==> config.mk <==
export PLATFORM = sky130hd
export DESIGN_NAME = fault_blink_code_sequencer
export DESIGN_NICKNAME = d
export VERILOG_FILES = /design/src/design/fbcs_pkg.sv /design/src/design/fault_blink_code_sequencer.sv
export SDC_FILE = /design/constraint.sdc
export NUM_CORES = 1
export LEC_CHECK = 0
export BUFFER_PORTS_ARGS = -buffer_cell sky130_fd_sc_hd__buf_2
export CELL_PAD_IN_SITES_DETAIL_PLACEMENT = 0
export CELL_PAD_IN_SITES_GLOBAL_PLACEMENT = 1
export CORE_MARGIN = 4
export CORE_UTILIZATION = 52
export CTS_BUF_LIST = sky130_fd_sc_hd__clkbuf_8
export DETAILED_ROUTE_END_ITERATION = 8
export MAX_ROUTING_LAYER = met4
export PLACE_DENSITY_LB_ADDON = 0.2
export SLEW_MARGIN = 20
export SYNTH_ARGS = -nofsm -noshare
export SYNTH_HDL_FRONTEND = slang
export SYNTH_SLANG_ARGS = --single-unit
==> constraint.sdc <==
create_clock -name clk -period 9.65 [get_ports clk]
set_clock_uncertainty 0.05 [all_clocks]
set_input_delay 0.965 -clock clk [delete_from_list [all_inputs] [get_ports clk]]
set_output_delay 0.965 -clock clk [all_outputs]
set_load 0.005 [all_outputs]
==> src/design/fbcs_pkg.sv <==
// ----------------------------------------------------------------------------
// fbcs_pkg: shared types and constants of the fault blink-code sequencer
// Request payloads, register map codes, phase and LED codes, reset values.
// ----------------------------------------------------------------------------
`default_nettype none

package fbcs_pkg;

	typedef struct packed {
		logic [3:0] fault_code;
		logic       miss_right;
		logic       miss_left;
		logic       miss_pwm;
		logic       button;
	} in_t;

	typedef struct packed {
		logic red_led;
		logic green_led;
		logic start_calibration;
	} out_t;

	localparam int unsigned ADDR_W = 5;
	localparam int unsigned DATA_W = 32;
	localparam int unsigned TICK_W = 16;
	localparam int unsigned CODE_W = 4;

	// register indexes, paddr[4:2]
	localparam logic [2:0] REG_ON_MS      = 3'd0;
	localparam logic [2:0] REG_OFF_MS     = 3'd1;
	localparam logic [2:0] REG_PAUSE_MS   = 3'd2;
	localparam logic [2:0] REG_LONG_PRESS = 3'd3;
	localparam logic [2:0] REG_GENERAL    = 3'd4;
	localparam logic [2:0] REG_NEUTRAL    = 3'd5;
	localparam logic [2:0] REG_NO_GAMEPAD = 3'd6;

	localparam logic [TICK_W-1:0] RST_ON_MS      = 16'd1000;
	localparam logic [TICK_W-1:0] RST_OFF_MS     = 16'd1000;
	localparam logic [TICK_W-1:0] RST_PAUSE_MS   = 16'd4000;
	localparam logic [TICK_W-1:0] RST_LONG_PRESS = 16'd5000;
	localparam logic [CODE_W-1:0] RST_GENERAL    = 4'd5;
	localparam logic [CODE_W-1:0] RST_NEUTRAL    = 4'd7;
	localparam logic [CODE_W-1:0] RST_NO_GAMEPAD = 4'd8;

	localparam logic [CODE_W-1:0] CODE_NONE = 4'd0;

	// series phases
	localparam logic [1:0] PH_LIT   = 2'd0;
	localparam logic [1:0] PH_DARK  = 2'd1;
	localparam logic [1:0] PH_PAUSE = 2'd2;

	// LED drive, bit0 red, bit1 green
	localparam logic [1:0] LED_OFF   = 2'b00;
	localparam logic [1:0] LED_RED   = 2'b01;
	localparam logic [1:0] LED_GREEN = 2'b10;

	localparam logic [TICK_W-1:0] TICK_MAX = '1;

endpackage

`default_nettype wire

==> src/design/fault_blink_code_sequencer.sv <==
// ----------------------------------------------------------------------------
// fault_blink_code_sequencer: LED blink-code fault indicator
// One millisecond tick request in, one LED/calibration result out.
// ----------------------------------------------------------------------------
// Usage:
//   in_valid/in_ready/in_data carry one tick request each: the current fault
//   code, three missing-device flags and the button level. Each accepted
//   request yields exactly one result on out_valid/out_ready/out_data
//   (red_led, green_led, start_calibration).
//   The result register is loaded at the edge that accepts the request, and
//   one request is taken per cycle while the receiver does not stall; the sequencer
//   state and all timers update in a single step from the registered state
//   through 16-bit compares into the result register.
//   in_ready is high whenever the result register is empty or is being
//   drained in the same cycle, so a stalled receiver stalls the input by
//   exactly one held result and no request is lost.
//   The APB port holds the timing registers and the special codes at byte
//   addresses 4*i; pready is always high. Program it only while idle.
//   Reset (arst_n low) loads the default register values, clears all
//   sequencer state (LEDs off, no series running) and empties the result
//   register.
// ----------------------------------------------------------------------------
`default_nettype none

module fault_blink_code_sequencer (
	input  wire logic                           clk,
	input  wire logic                           arst_n,
	input  wire logic                           in_valid,
	output logic                                in_ready,
	input  wire fbcs_pkg::in_t                  in_data,
	output logic                                out_valid,
	input  wire logic                           out_ready,
	output fbcs_pkg::out_t                      out_data,
	input  wire logic                           psel,
	input  wire logic                           penable,
	input  wire logic                           pwrite,
	input  wire logic [fbcs_pkg::ADDR_W-1:0]    paddr,
	input  wire logic [fbcs_pkg::DATA_W-1:0]    pwdata,
	output logic [fbcs_pkg::DATA_W-1:0]         prdata,
	output logic                                pready
);

	localparam int unsigned TW = fbcs_pkg::TICK_W;
	localparam int unsigned CW = fbcs_pkg::CODE_W;

	// ------------------------------------------------------------------
	// Configuration registers
	// ------------------------------------------------------------------
	logic [TW-1:0] on_ms_q, off_ms_q, pause_ms_q, long_press_q;
	logic [CW-1:0] general_q, neutral_q, no_gamepad_q;
	logic [2:0]    reg_idx;
	logic          cfg_wr;

	assign pready  = 1'b1;
	assign reg_idx = paddr[4:2];
	assign cfg_wr  = psel & penable & pwrite;

	always_ff @(posedge clk or negedge arst_n) begin
		if (!arst_n) begin
			on_ms_q      <= fbcs_pkg::RST_ON_MS;
			off_ms_q     <= fbcs_pkg::RST_OFF_MS;
			pause_ms_q   <= fbcs_pkg::RST_PAUSE_MS;
			long_press_q <= fbcs_pkg::RST_LONG_PRESS;
			general_q    <= fbcs_pkg::RST_GENERAL;
			neutral_q    <= fbcs_pkg::RST_NEUTRAL;
			no_gamepad_q <= fbcs_pkg::RST_NO_GAMEPAD;
		end else if (cfg_wr) begin
			unique case (reg_idx)
				fbcs_pkg::REG_ON_MS:      on_ms_q      <= pwdata[TW-1:0];
				fbcs_pkg::REG_OFF_MS:     off_ms_q     <= pwdata[TW-1:0];
				fbcs_pkg::REG_PAUSE_MS:   pause_ms_q   <= pwdata[TW-1:0];
				fbcs_pkg::REG_LONG_PRESS: long_press_q <= pwdata[TW-1:0];
				fbcs_pkg::REG_GENERAL:    general_q    <= pwdata[CW-1:0];
				fbcs_pkg::REG_NEUTRAL:    neutral_q    <= pwdata[CW-1:0];
				fbcs_pkg::REG_NO_GAMEPAD: no_gamepad_q <= pwdata[CW-1:0];
				default: ;
			endcase
		end
	end

	always_comb begin
		unique case (reg_idx)
			fbcs_pkg::REG_ON_MS:      prdata = {{(32-TW){1'b0}}, on_ms_q};
			fbcs_pkg::REG_OFF_MS:     prdata = {{(32-TW){1'b0}}, off_ms_q};
			fbcs_pkg::REG_PAUSE_MS:   prdata = {{(32-TW){1'b0}}, pause_ms_q};
			fbcs_pkg::REG_LONG_PRESS: prdata = {{(32-TW){1'b0}}, long_press_q};
			fbcs_pkg::REG_GENERAL:    prdata = {{(32-CW){1'b0}}, general_q};
			fbcs_pkg::REG_NEUTRAL:    prdata = {{(32-CW){1'b0}}, neutral_q};
			fbcs_pkg::REG_NO_GAMEPAD: prdata = {{(32-CW){1'b0}}, no_gamepad_q};
			default:                  prdata = '0;
		endcase
	end

	// ------------------------------------------------------------------
	// Sequencer state
	// ------------------------------------------------------------------
	logic [CW-1:0] code_seen_q, flashes_done_q, flashes_target_q;
	logic          series_active_q, alt_flip_q, button_last_q;
	logic [1:0]    phase_q, detail_index_q, led_q;
	logic [TW-1:0] phase_ticks_q, alt_ticks_q, press_ticks_q;

	logic [CW-1:0] code_seen_n, flashes_done_n, flashes_target_n;
	logic          series_active_n, alt_flip_n, button_last_n;
	logic [1:0]    phase_n, detail_index_n, led_n;
	logic [TW-1:0] phase_ticks_n, alt_ticks_n, press_ticks_n;
	logic          cal_n;

	logic          out_valid_q;
	fbcs_pkg::out_t out_data_q;
	logic          in_acc;

	assign in_ready  = ~out_valid_q | out_ready;
	assign in_acc    = in_valid & in_ready;
	assign out_valid = out_valid_q;
	assign out_data  = out_data_q;

	// Round-robin pick of the next missing device, starting at the slot
	// after the one shown last. Falls back to the general code.
	logic [CW-1:0] detail_code;
	logic [1:0]    detail_next;
	logic [2:0]    miss_vec;

	assign miss_vec = {in_data.miss_pwm, in_data.miss_left, in_data.miss_right};

	always_comb begin
		logic       found;
		logic [2:0] slot;
		found       = 1'b0;
		slot        = '0;
		detail_code = general_q;
		detail_next = detail_index_q;
		for (int k = 0; k < 3; k++) begin
			slot = {1'b0, detail_index_q} + 3'(k);
			if (slot >= 3'd3)
				slot = slot - 3'd3;
			if (!found && miss_vec[slot[1:0]]) begin
				found       = 1'b1;
				detail_code = CW'(slot) + CW'(2);
				detail_next = (slot[1:0] == 2'd2) ? 2'd0 : slot[1:0] + 2'd1;
			end
		end
	end

	logic [TW-1:0] pt_inc, at_inc, prt_inc;
	assign pt_inc  = (phase_ticks_q == fbcs_pkg::TICK_MAX) ? phase_ticks_q : phase_ticks_q + 1'b1;
	assign at_inc  = (alt_ticks_q == fbcs_pkg::TICK_MAX) ? alt_ticks_q : alt_ticks_q + 1'b1;
	assign prt_inc = (press_ticks_q == fbcs_pkg::TICK_MAX) ? press_ticks_q : press_ticks_q + 1'b1;

	always_comb begin
		logic [CW-1:0] code;
		logic          btn, active, long_hit;
		logic [1:0]    ph;
		logic [TW-1:0] ticks;
		logic [CW-1:0] done_inc;
		logic [CW-1:0] restart_code;

		code     = in_data.fault_code;
		btn      = in_data.button;
		// a code change cancels the running series
		active   = series_active_q & (code == code_seen_q);
		long_hit = 1'b0;
		ph       = fbcs_pkg::PH_LIT;
		ticks    = '0;
		done_inc = '0;
		restart_code = code;

		code_seen_n      = code;
		series_active_n  = active;
		phase_n          = phase_q;
		phase_ticks_n    = pt_inc;
		flashes_done_n   = flashes_done_q;
		flashes_target_n = flashes_target_q;
		detail_index_n   = detail_index_q;
		alt_ticks_n      = at_inc;
		alt_flip_n       = alt_flip_q;
		button_last_n    = button_last_q;
		press_ticks_n    = prt_inc;
		led_n            = led_q;
		cal_n            = 1'b0;

		if (code == fbcs_pkg::CODE_NONE) begin
			series_active_n = 1'b0;
			led_n           = fbcs_pkg::LED_OFF;
		end else begin
			// neutral code: long-press detection; LEDs hold while it fires
			if (code == neutral_q) begin
				long_hit = btn & button_last_q & (prt_inc >= long_press_q);
				if (btn && !button_last_q)
					press_ticks_n = '0;
				if (long_hit) begin
					cal_n = 1'b1;
				end else begin
					if (!btn && button_last_q)
						press_ticks_n = '0;
					button_last_n = btn;
				end
			end

			if (!long_hit) begin
				if (code == no_gamepad_q) begin
					if (at_inc >= on_ms_q) begin
						alt_ticks_n = '0;
						alt_flip_n  = ~alt_flip_q;
					end
					led_n = (alt_flip_n) ? fbcs_pkg::LED_GREEN : fbcs_pkg::LED_RED;
				end else begin
					// idle series starts here with its first flash lit
					ph                = active ? phase_q : fbcs_pkg::PH_LIT;
					ticks             = active ? pt_inc : '0;
					series_active_n   = 1'b1;
					phase_n           = ph;
					phase_ticks_n     = ticks;
					flashes_done_n    = active ? flashes_done_q : '0;
					flashes_target_n  = active ? flashes_target_q : code;
					led_n             = active ? led_q : fbcs_pkg::LED_RED;
					done_inc          = flashes_done_n + 1'b1;

					if (code == general_q)
						restart_code = detail_code;
					else if (|miss_vec)
						restart_code = general_q;
					else
						restart_code = code;

					unique case (ph)
						fbcs_pkg::PH_LIT: begin
							if (ticks >= on_ms_q) begin
								led_n         = fbcs_pkg::LED_OFF;
								phase_ticks_n = '0;
								phase_n       = fbcs_pkg::PH_DARK;
							end
						end
						fbcs_pkg::PH_DARK: begin
							if (ticks >= off_ms_q) begin
								flashes_done_n = done_inc;
								phase_ticks_n  = '0;
								if (done_inc >= flashes_target_n) begin
									phase_n = fbcs_pkg::PH_PAUSE;
									led_n   = fbcs_pkg::LED_OFF;
								end else begin
									phase_n = fbcs_pkg::PH_LIT;
									led_n   = fbcs_pkg::LED_RED;
								end
							end
						end
						fbcs_pkg::PH_PAUSE: begin
							if (ticks >= pause_ms_q) begin
								phase_n          = fbcs_pkg::PH_LIT;
								phase_ticks_n    = '0;
								flashes_done_n   = '0;
								flashes_target_n = restart_code;
								led_n            = fbcs_pkg::LED_RED;
								if (code == general_q)
									detail_index_n = detail_next;
							end
						end
						default: phase_n = fbcs_pkg::PH_LIT;
					endcase
				end
			end
		end
	end

	always_ff @(posedge clk or negedge arst_n) begin
		if (!arst_n) begin
			code_seen_q      <= '0;
			series_active_q  <= 1'b0;
			phase_q          <= fbcs_pkg::PH_LIT;
			phase_ticks_q    <= '0;
			flashes_done_q   <= '0;
			flashes_target_q <= '0;
			detail_index_q   <= '0;
			alt_ticks_q      <= '0;
			alt_flip_q       <= 1'b0;
			button_last_q    <= 1'b0;
			press_ticks_q    <= '0;
			led_q            <= fbcs_pkg::LED_OFF;
		end else if (in_acc) begin
			code_seen_q      <= code_seen_n;
			series_active_q  <= series_active_n;
			phase_q          <= phase_n;
			phase_ticks_q    <= phase_ticks_n;
			flashes_done_q   <= flashes_done_n;
			flashes_target_q <= flashes_target_n;
			detail_index_q   <= detail_index_n;
			alt_ticks_q      <= alt_ticks_n;
			alt_flip_q       <= alt_flip_n;
			button_last_q    <= button_last_n;
			press_ticks_q    <= press_ticks_n;
			led_q            <= led_n;
		end
	end

	// result register
	always_ff @(posedge clk or negedge arst_n) begin
		if (!arst_n) begin
			out_valid_q <= 1'b0;
		end else if (in_acc) begin
			out_valid_q <= 1'b1;
		end else if (out_ready) begin
			out_valid_q <= 1'b0;
		end
	end

	always_ff @(posedge clk) begin
		if (in_acc) begin
			out_data_q.red_led           <= led_n[0];
			out_data_q.green_led         <= led_n[1];
			out_data_q.start_calibration <= cal_n;
		end
	end

endmodule

`default_nettype wire

# Word-level counts from Yosys, hierarchy flattened
# Cells that the tools add are included.
totals:
  reg_bits: 149
  latch_bits: 0
  ram_bits: 0
  out_inout_bits: 38
  rom_bits: 0
  mem_count: 0
op_classes:
  reduce_logical: 26
  multipliers: 0
  shifts: 0
  bitwise_logic: 14
  magnitude_cmp: 12
  mux: 78
  n_addsub: 15
  eq_ne: 18
  div: 0
ops:
  columns: ["op", "count"]
  rows:
  - ["$mux 16", 19]
  - ["$pmux 16 s7", 1]
  - ["$ge 16x16->1", 5]
  - ["$add 16x1->16 const B", 3]
  - ["$eq 16x16->1 const B", 3]
  - ["$pmux 16 s3", 1]
  - ["$mux 4", 11]
  - ["$mux 2", 19]
  - ["$mux 1", 18]
  - ["$eq 4x4->1", 4]
  - ["$reduce_and 2->1", 7]
  - ["$add 3x2->4 const B", 3]
  - ["$pmux 2 s3", 2]
  - ["$reduce_and 4->1", 3]
  - ["$eq 3x3->1 const B", 3]
  - ["$lt 2x3->1 const B", 3]
  - ["$mux 3", 3]
  - ["$eq 2x2->1 const B", 4]
  - ["$pmux 4 s2", 1]
  - ["$reduce_and 8->1", 1]
  - ["$not 1->1", 7]
  - ["$add 2x1->2 const B", 3]
  - ["$and 1x1->1", 6]
  - ["$bmux 1 s2", 3]
  - ["21 further kinds", 30]

# Longest topological paths before layout
depth:
  ltp_word: 14
  depth_mapped: 21
  depth_no_buf: 18

# Worst setup path before layout
# No wires, ideal clock.
synth_timing:
  path_kind: "input to register"
  startpoint: "input port in_data[6] in the netlist's numbering"
  endpoint: "register out_data_q, in the netlist out_data[2], data pin"
  slack_ns: 4.983
  path_stages: 17
  arrival_time_ns: 4.352
  required_ns: 9.335
  cell_sequence: "buf_2 > xnor2_1 > nand3_1 > nor2_1 > buf_2 > nand2_1 > ha_1 > nand2b_1 > a2111o_1 > a21oi_1 > nor3_1 > a311oi_2 > and2_1 > buf_6 > mux2_4 > a32oi_1 > a31oi_1"
synth_between:
  elab_chain_len: 11
  elab_cells_between_ends: 28
synth_rtl:
  columns: ["item", "line", "source"]
  rows:
  - ["from (decl)", "fault_blink_code_sequencer.sv:30", "input wire fbcs_pkg::in_t in_data,"]
  - ["$eq 4x4->1", "fault_blink_code_sequencer.sv:160", "active = series_active_q & (code == code_seen_q);"]
  - ["$and 1x1->1", "fault_blink_code_sequencer.sv:160", null]
  - ["$mux 4", "fault_blink_code_sequencer.sv:213", "flashes_done_n = active ? flashes_done_q : '0;"]
  - ["$add 4x1->4", "fault_blink_code_sequencer.sv:216", "done_inc = flashes_done_n + 1'b1;"]
  - ["$ge 4x4->1", "fault_blink_code_sequencer.sv:237", "if (done_inc >= flashes_target_n) begin"]
  - ["$mux 1", "fault_blink_code_sequencer.sv:237", null]
  - ["$mux 2", "fault_blink_code_sequencer.sv:234", "if (ticks >= off_ms_q) begin"]
  - ["$pmux 2 s3", "fault_blink_code_sequencer.sv:225", "unique case (ph)"]
  - ["$mux 2", "fault_blink_code_sequencer.sv:200", "if (code == no_gamepad_q) begin"]
  - ["$mux 2", "fault_blink_code_sequencer.sv:199", "if (!long_hit) begin"]
  - ["$mux 2 (*)", "fault_blink_code_sequencer.sv:181", "if (code == fbcs_pkg::CODE_NONE) begin"]
  - ["named net led_n[0]", "fault_blink_code_sequencer.sv:104", "logic [1:0] phase_n, detail_index_n, led_n;"]
  - ["to (decl)", "fault_blink_code_sequencer.sv:109", "fbcs_pkg::out_t out_data_q;"]
# Mark *: on every way through the listed nets, which the timed path passes. The rest lies on a longest branch. The select of a mux whose other input is x is not followed.
# A chain may end at the register's enable or synchronous reset.

# Worst setup path after layout
layout_timing:
  startpoint: "register press_ticks_q[0]"
  endpoint: "register detail_index_q[1]"
layout_between:
  elab_chain_len: 8
  elab_cells_between_ends: 9
layout_rtl:
  columns: ["item", "line", "source"]
  rows:
  - ["from (decl)", "fault_blink_code_sequencer.sv:100", "logic [TW-1:0] phase_ticks_q, alt_ticks_q, press_ticks_q;"]
  - ["from (signal assigned)", "fault_blink_code_sequencer.sv:289", "press_ticks_q <= press_ticks_n;"]
  - ["$add 16x1->16 or $eq 16x16->1 (tied branches)", "fault_blink_code_sequencer.sv:147", "assign prt_inc = (press_ticks_q == fbcs_pkg::TICK_MAX) ? press_ticks_q : press_ticks_q + 1'b1;"]
  - ["$mux 16 (*)", "fault_blink_code_sequencer.sv:147", null]
  - ["$ge 16x16->1 (*)", "fault_blink_code_sequencer.sv:187", "long_hit = btn & button_last_q & (prt_inc >= long_press_q);"]
  - ["$and 1x1->1 (*)", "fault_blink_code_sequencer.sv:187", null]
  - ["$mux 1 (*)", "fault_blink_code_sequencer.sv:186", "if (code == neutral_q) begin"]
  - ["$mux 1 (*)", "fault_blink_code_sequencer.sv:181", null]
  - ["$not 1->1 (no source line) (*)", null, null]
  - ["$reduce_and 8->1 (no source line) (*)", null, null]
  - ["to (signal assigned)", "fault_blink_code_sequencer.sv:285", "detail_index_q <= detail_index_n;"]
  - ["to (decl)", "fault_blink_code_sequencer.sv:99", "logic [1:0] phase_q, detail_index_q, led_q;"]
# Every way passes the cells marked *; elsewhere a longest branch is shown, timed or not. The select of a mux whose other input is x is not followed.

==> impl_metrics.py <==
metrics = {
    "critical_path": {
        "crit_slowest_cell": "a22oi_1",
        "end_kind": "flop",
        "crit_family": "simple AND/OR/NAND/NOR gates",
        "crit_arrival_ns": 6.65,
        "crit_required_ns": 9.98,
        "critPathKind": "flop to flop",
        "critPathBufInv": 0,
        "path_max_fanout": 16,
        "critPathLaunchType": "flop",
        "cp_cell_sequence": "ha_1 -> nand2_1 -> nor4_1 -> nand4_1 -> nand2b_1 -> nor2_1 -> and4_1 -> xor2_1 -> ha_1 -> a21o_1 -> a21o_1 -> a21oi_1 -> o21ai_0 -> a22oi_1 -> nand3_1 -> nor3_1 -> mux2i_1",
        "slowest_delay_ns": 0.84,
    },
    "cts": {
        "cts_setup_buffers": 0,
        "cts_resized": 0,
        "cts_tree": "built",
        "cts_max_path_buffers": 2,
        "cts_sinks": 149,
        "clk_pin_slew_ns": 0.10,
        "cts_root_buf": "clkbuf_8",
        "clkLatencyLatePin_ns": 0.47,
        "cts.htree.levels": 4,
        "numCtsBuffers": 17,
        "ctsHoldBuffers": 0,
    },
    "grt": {
        "antenna_found_initial": 0,
        "grt_pass1_wl_mm": 46.8,
        "grt-ovfl-total": 0,
        "grt_max_degree": 90,
        "grt_use_total_pct": 25.3,
        "grt_pass1_vias": 8741,
    },
    "flow_run": {
        "maxCapViolations": 0,
    },
    "outcome": {
        "status": "complete, no violations",
    },
    "synthesis": {
        "syn_avg_cell_area_sq_um": 8.94,
        "synth-edff-count": 3,
        "synth.top_cell.area_share_pct": 26.8,
        "synth_seq_area_share_pct": 34.5,
        "yosys.area.top_type": "dfrtp_1",
        "ys_top_cells_by_area": "dfrtp_1 27%, ha_1 10%, dfstp_2 7.0%, nand2_1 4.9%, o21ai_0 4.4%",
        "postSynthCellCount": 1224,
        "yosys_warnings": 0,
        "yosysUniqueCellTypes": 79,
        "synthFlopType": "dfrtp_1",
        "ys_async_sr_fraction_pct": 98.0,
        "netlist_area_sq_mm": 0.0109,
        "ys_top_cells_by_count": "142 x nand2_1, 117 x dfrtp_1, 97 x o21ai_0",
        "synth-seq-cells": 149,
        "synth_most_common_cell": "nand2_1",
    },
    "detailed_routing": {
        "wl_mm": 28.6,
        "detail_route.iter0.violations": 639,
        "ant_nets": 0,
        "wl_per_cell_um": 18.7,
        "route.vias.total": 9042,
        "vias_per_cell": 5.91,
        "drcViolationCount": 0,
        "firstDrtPassIters": 5,
    },
    "final_layout": {
        "instances_no_fill": 1529,
        "nets": 1387,
        "area_growth_pct": 6.92,
        "diodes": 0,
        "final_core_util_pct": 57.1,
        "fill_cells": 1897,
        "drive_gt1_share_pct": 15.3,
    },
    "placed_design": {
        "port-buffer-count": 54,
        "routabilityCongestion": 0.886,
        "placedCellCount": 1497,
        "place_hpwl_mm": 20.8,
    },
    "sta": {
        "rsz0062_at_grt": "false",
        "worst_slew_margin_rel_pct": 30.4,
        "final-setup-viol-count": 0,
        "maxSlewViolCount": 0,
        "period_minus_slack_ns": 6.32,
        "period_share_pct": 65.5,
        "tightest_slew_ns": 1.04,
        "tns_ns": 0,
        "finalHoldViolCount": 0,
        "clock.fmax_mhz": 158,
    },
    "floorplan": {
        "die_area_sq_mm": 0.0234,
        "initial_utilization_pct": 53.4,
        "die_w_um": 153,
        "core.rowCount": 52,
        "core_area_sq_mm": 0.0205,
        "dieHeight_um": 153,
        "ioPinCount": 90,
    },
    "pwr": {
        "p_per_area_mw_per_mm2": 163,
        "power_mw": 1.91,
        "p_leak_nw": 5.37,
        "vdd_drop_max_mv": 0.139,
    },
    "min_path": {
        "hp-class": "flop to flop",
    },
}
per-layer routing:
metal  vias up  part of all wire, %  global-route usage [%]
met5         -                    0                       -
met4         0                  1.4                    5.18
met3        30                  4.9                    4.61
met2       218                   46                    38.4
met1      4420                   48                    35.9
li1       4374                    -                       -
path summary, 6_finish.rpt:
kind	from	to	slack (ns)	cells after the start
setup / recovery	press_ticks_q[0]	detail_index_q[1]	3.33	17
hold / removal	flashes_target_q[2]	flashes_target_q[2]	0.44	2
setup reg to reg	press_ticks_q[0]	detail_index_q[1]	3.33	17
hold reg to reg	flashes_target_q[2]	flashes_target_q[2]	0.44	2
max in group asynchronous	arst_n	off_ms_q[14]	7.72	2
min in group asynchronous	arst_n	flashes_done_q[0]	0.50	1
placed cells by master, fill, tap and decap left out, types with 23 or more instances in the layout:
cell / n
xnor2_1: 39
dfrtp_1: 117
nand2_1: 142
buf_2: 53
o21ai_0: 97
inv_1: 85
nor2_1: 83
nand3_1: 42
nor2b_1: 23
xor2_1: 23
mux2_2: 39
dfstp_2: 29
a21oi_1: 64
ha_1: 89
worst reg2reg max path, cell delays in order (launching register included):
cell      delay, ns
dfrtp_1        0.43
ha_1           0.22
nand2_1        0.11
nor4_1         0.64
nand4_1        0.51
nand2b_1       0.39
nor2_1         0.10
and4_1         0.21
xor2_1         0.22
ha_1           0.30
a21o_1         0.16
a21o_1         0.16
a21oi_1        0.12
o21ai_0        0.11
a22oi_1        0.84
nand3_1        0.80
nor3_1         0.62
mux2i_1        0.25
per-stage QoR:
stage               area [sq um]  hold WS (ns)  setup slack [ns]
floorplan                  11000         0.400              4.98
global placement           11300         0.411              3.44
detailed placement         11300         0.421              3.44
CTS                        11700         0.444              3.41
global route               11700         0.468              2.76
finish                     11700         0.441              3.33
final cells by class:
| type | count | area (sq um) | share of cell area [%] |
|---|---|---|---|
| Clock inverter | 13 | 146 | 1.25 |
| Clock buffer | 19 | 262 | 2.24 |
| Multi-Input combinational cell | 932 | 6520 | 55.8 |
| Timing Repair Buffer | 61 | 329 | 2.81 |
| Tap cell | 270 | 338 | 2.89 |
| Inverter | 85 | 319 | 2.73 |
| Sequential cell | 149 | 3780 | 32.3 |
state kept, by name, indices dropped and copies added, names as in the netlist:
signal	count
neutral_q	4
pause_ms_q	16
code_seen_q	4
phase_q	2
led_q	2
flashes_target_q	4
out_valid	1
out_data	3
on_ms_q	16
press_ticks_q	16
series_active_q	1
button_last_q	1
phase_ticks_q	16
alt_flip_q	1
no_gamepad_q	4
flashes_done_q	4
detail_index_q	2
off_ms_q	16
alt_ticks_q	16
general_q	4
long_press_q	16
report_power, final:
part / internal (mW) / switching, mW
Sequential: 0.751 / 0.101
Clock: 0.247 / 0.273
Combinational: 0.238 / 0.300
Total: 1.24 / 0.674
cell families (layout without fill, tap and decap cells):
kind of cell | count (synthesis) | after routing | synth area share (%)
other | 2 | 17 | 0.0686
AND/OR/NAND/NOR | 406 | 406 | 17.7
buffers and inverters | 158 | 178 | 6.45
XOR/XNOR | 62 | 62 | 4.96
adder cells (fa/ha/maj) | 90 | 90 | 10.3
AO/OA/AOI/OAI | 281 | 281 | 16.8
flip-flops | 149 | 149 | 34.5
multiplexers | 76 | 76 | 9.16
Power figures use the tool's default switching activity.
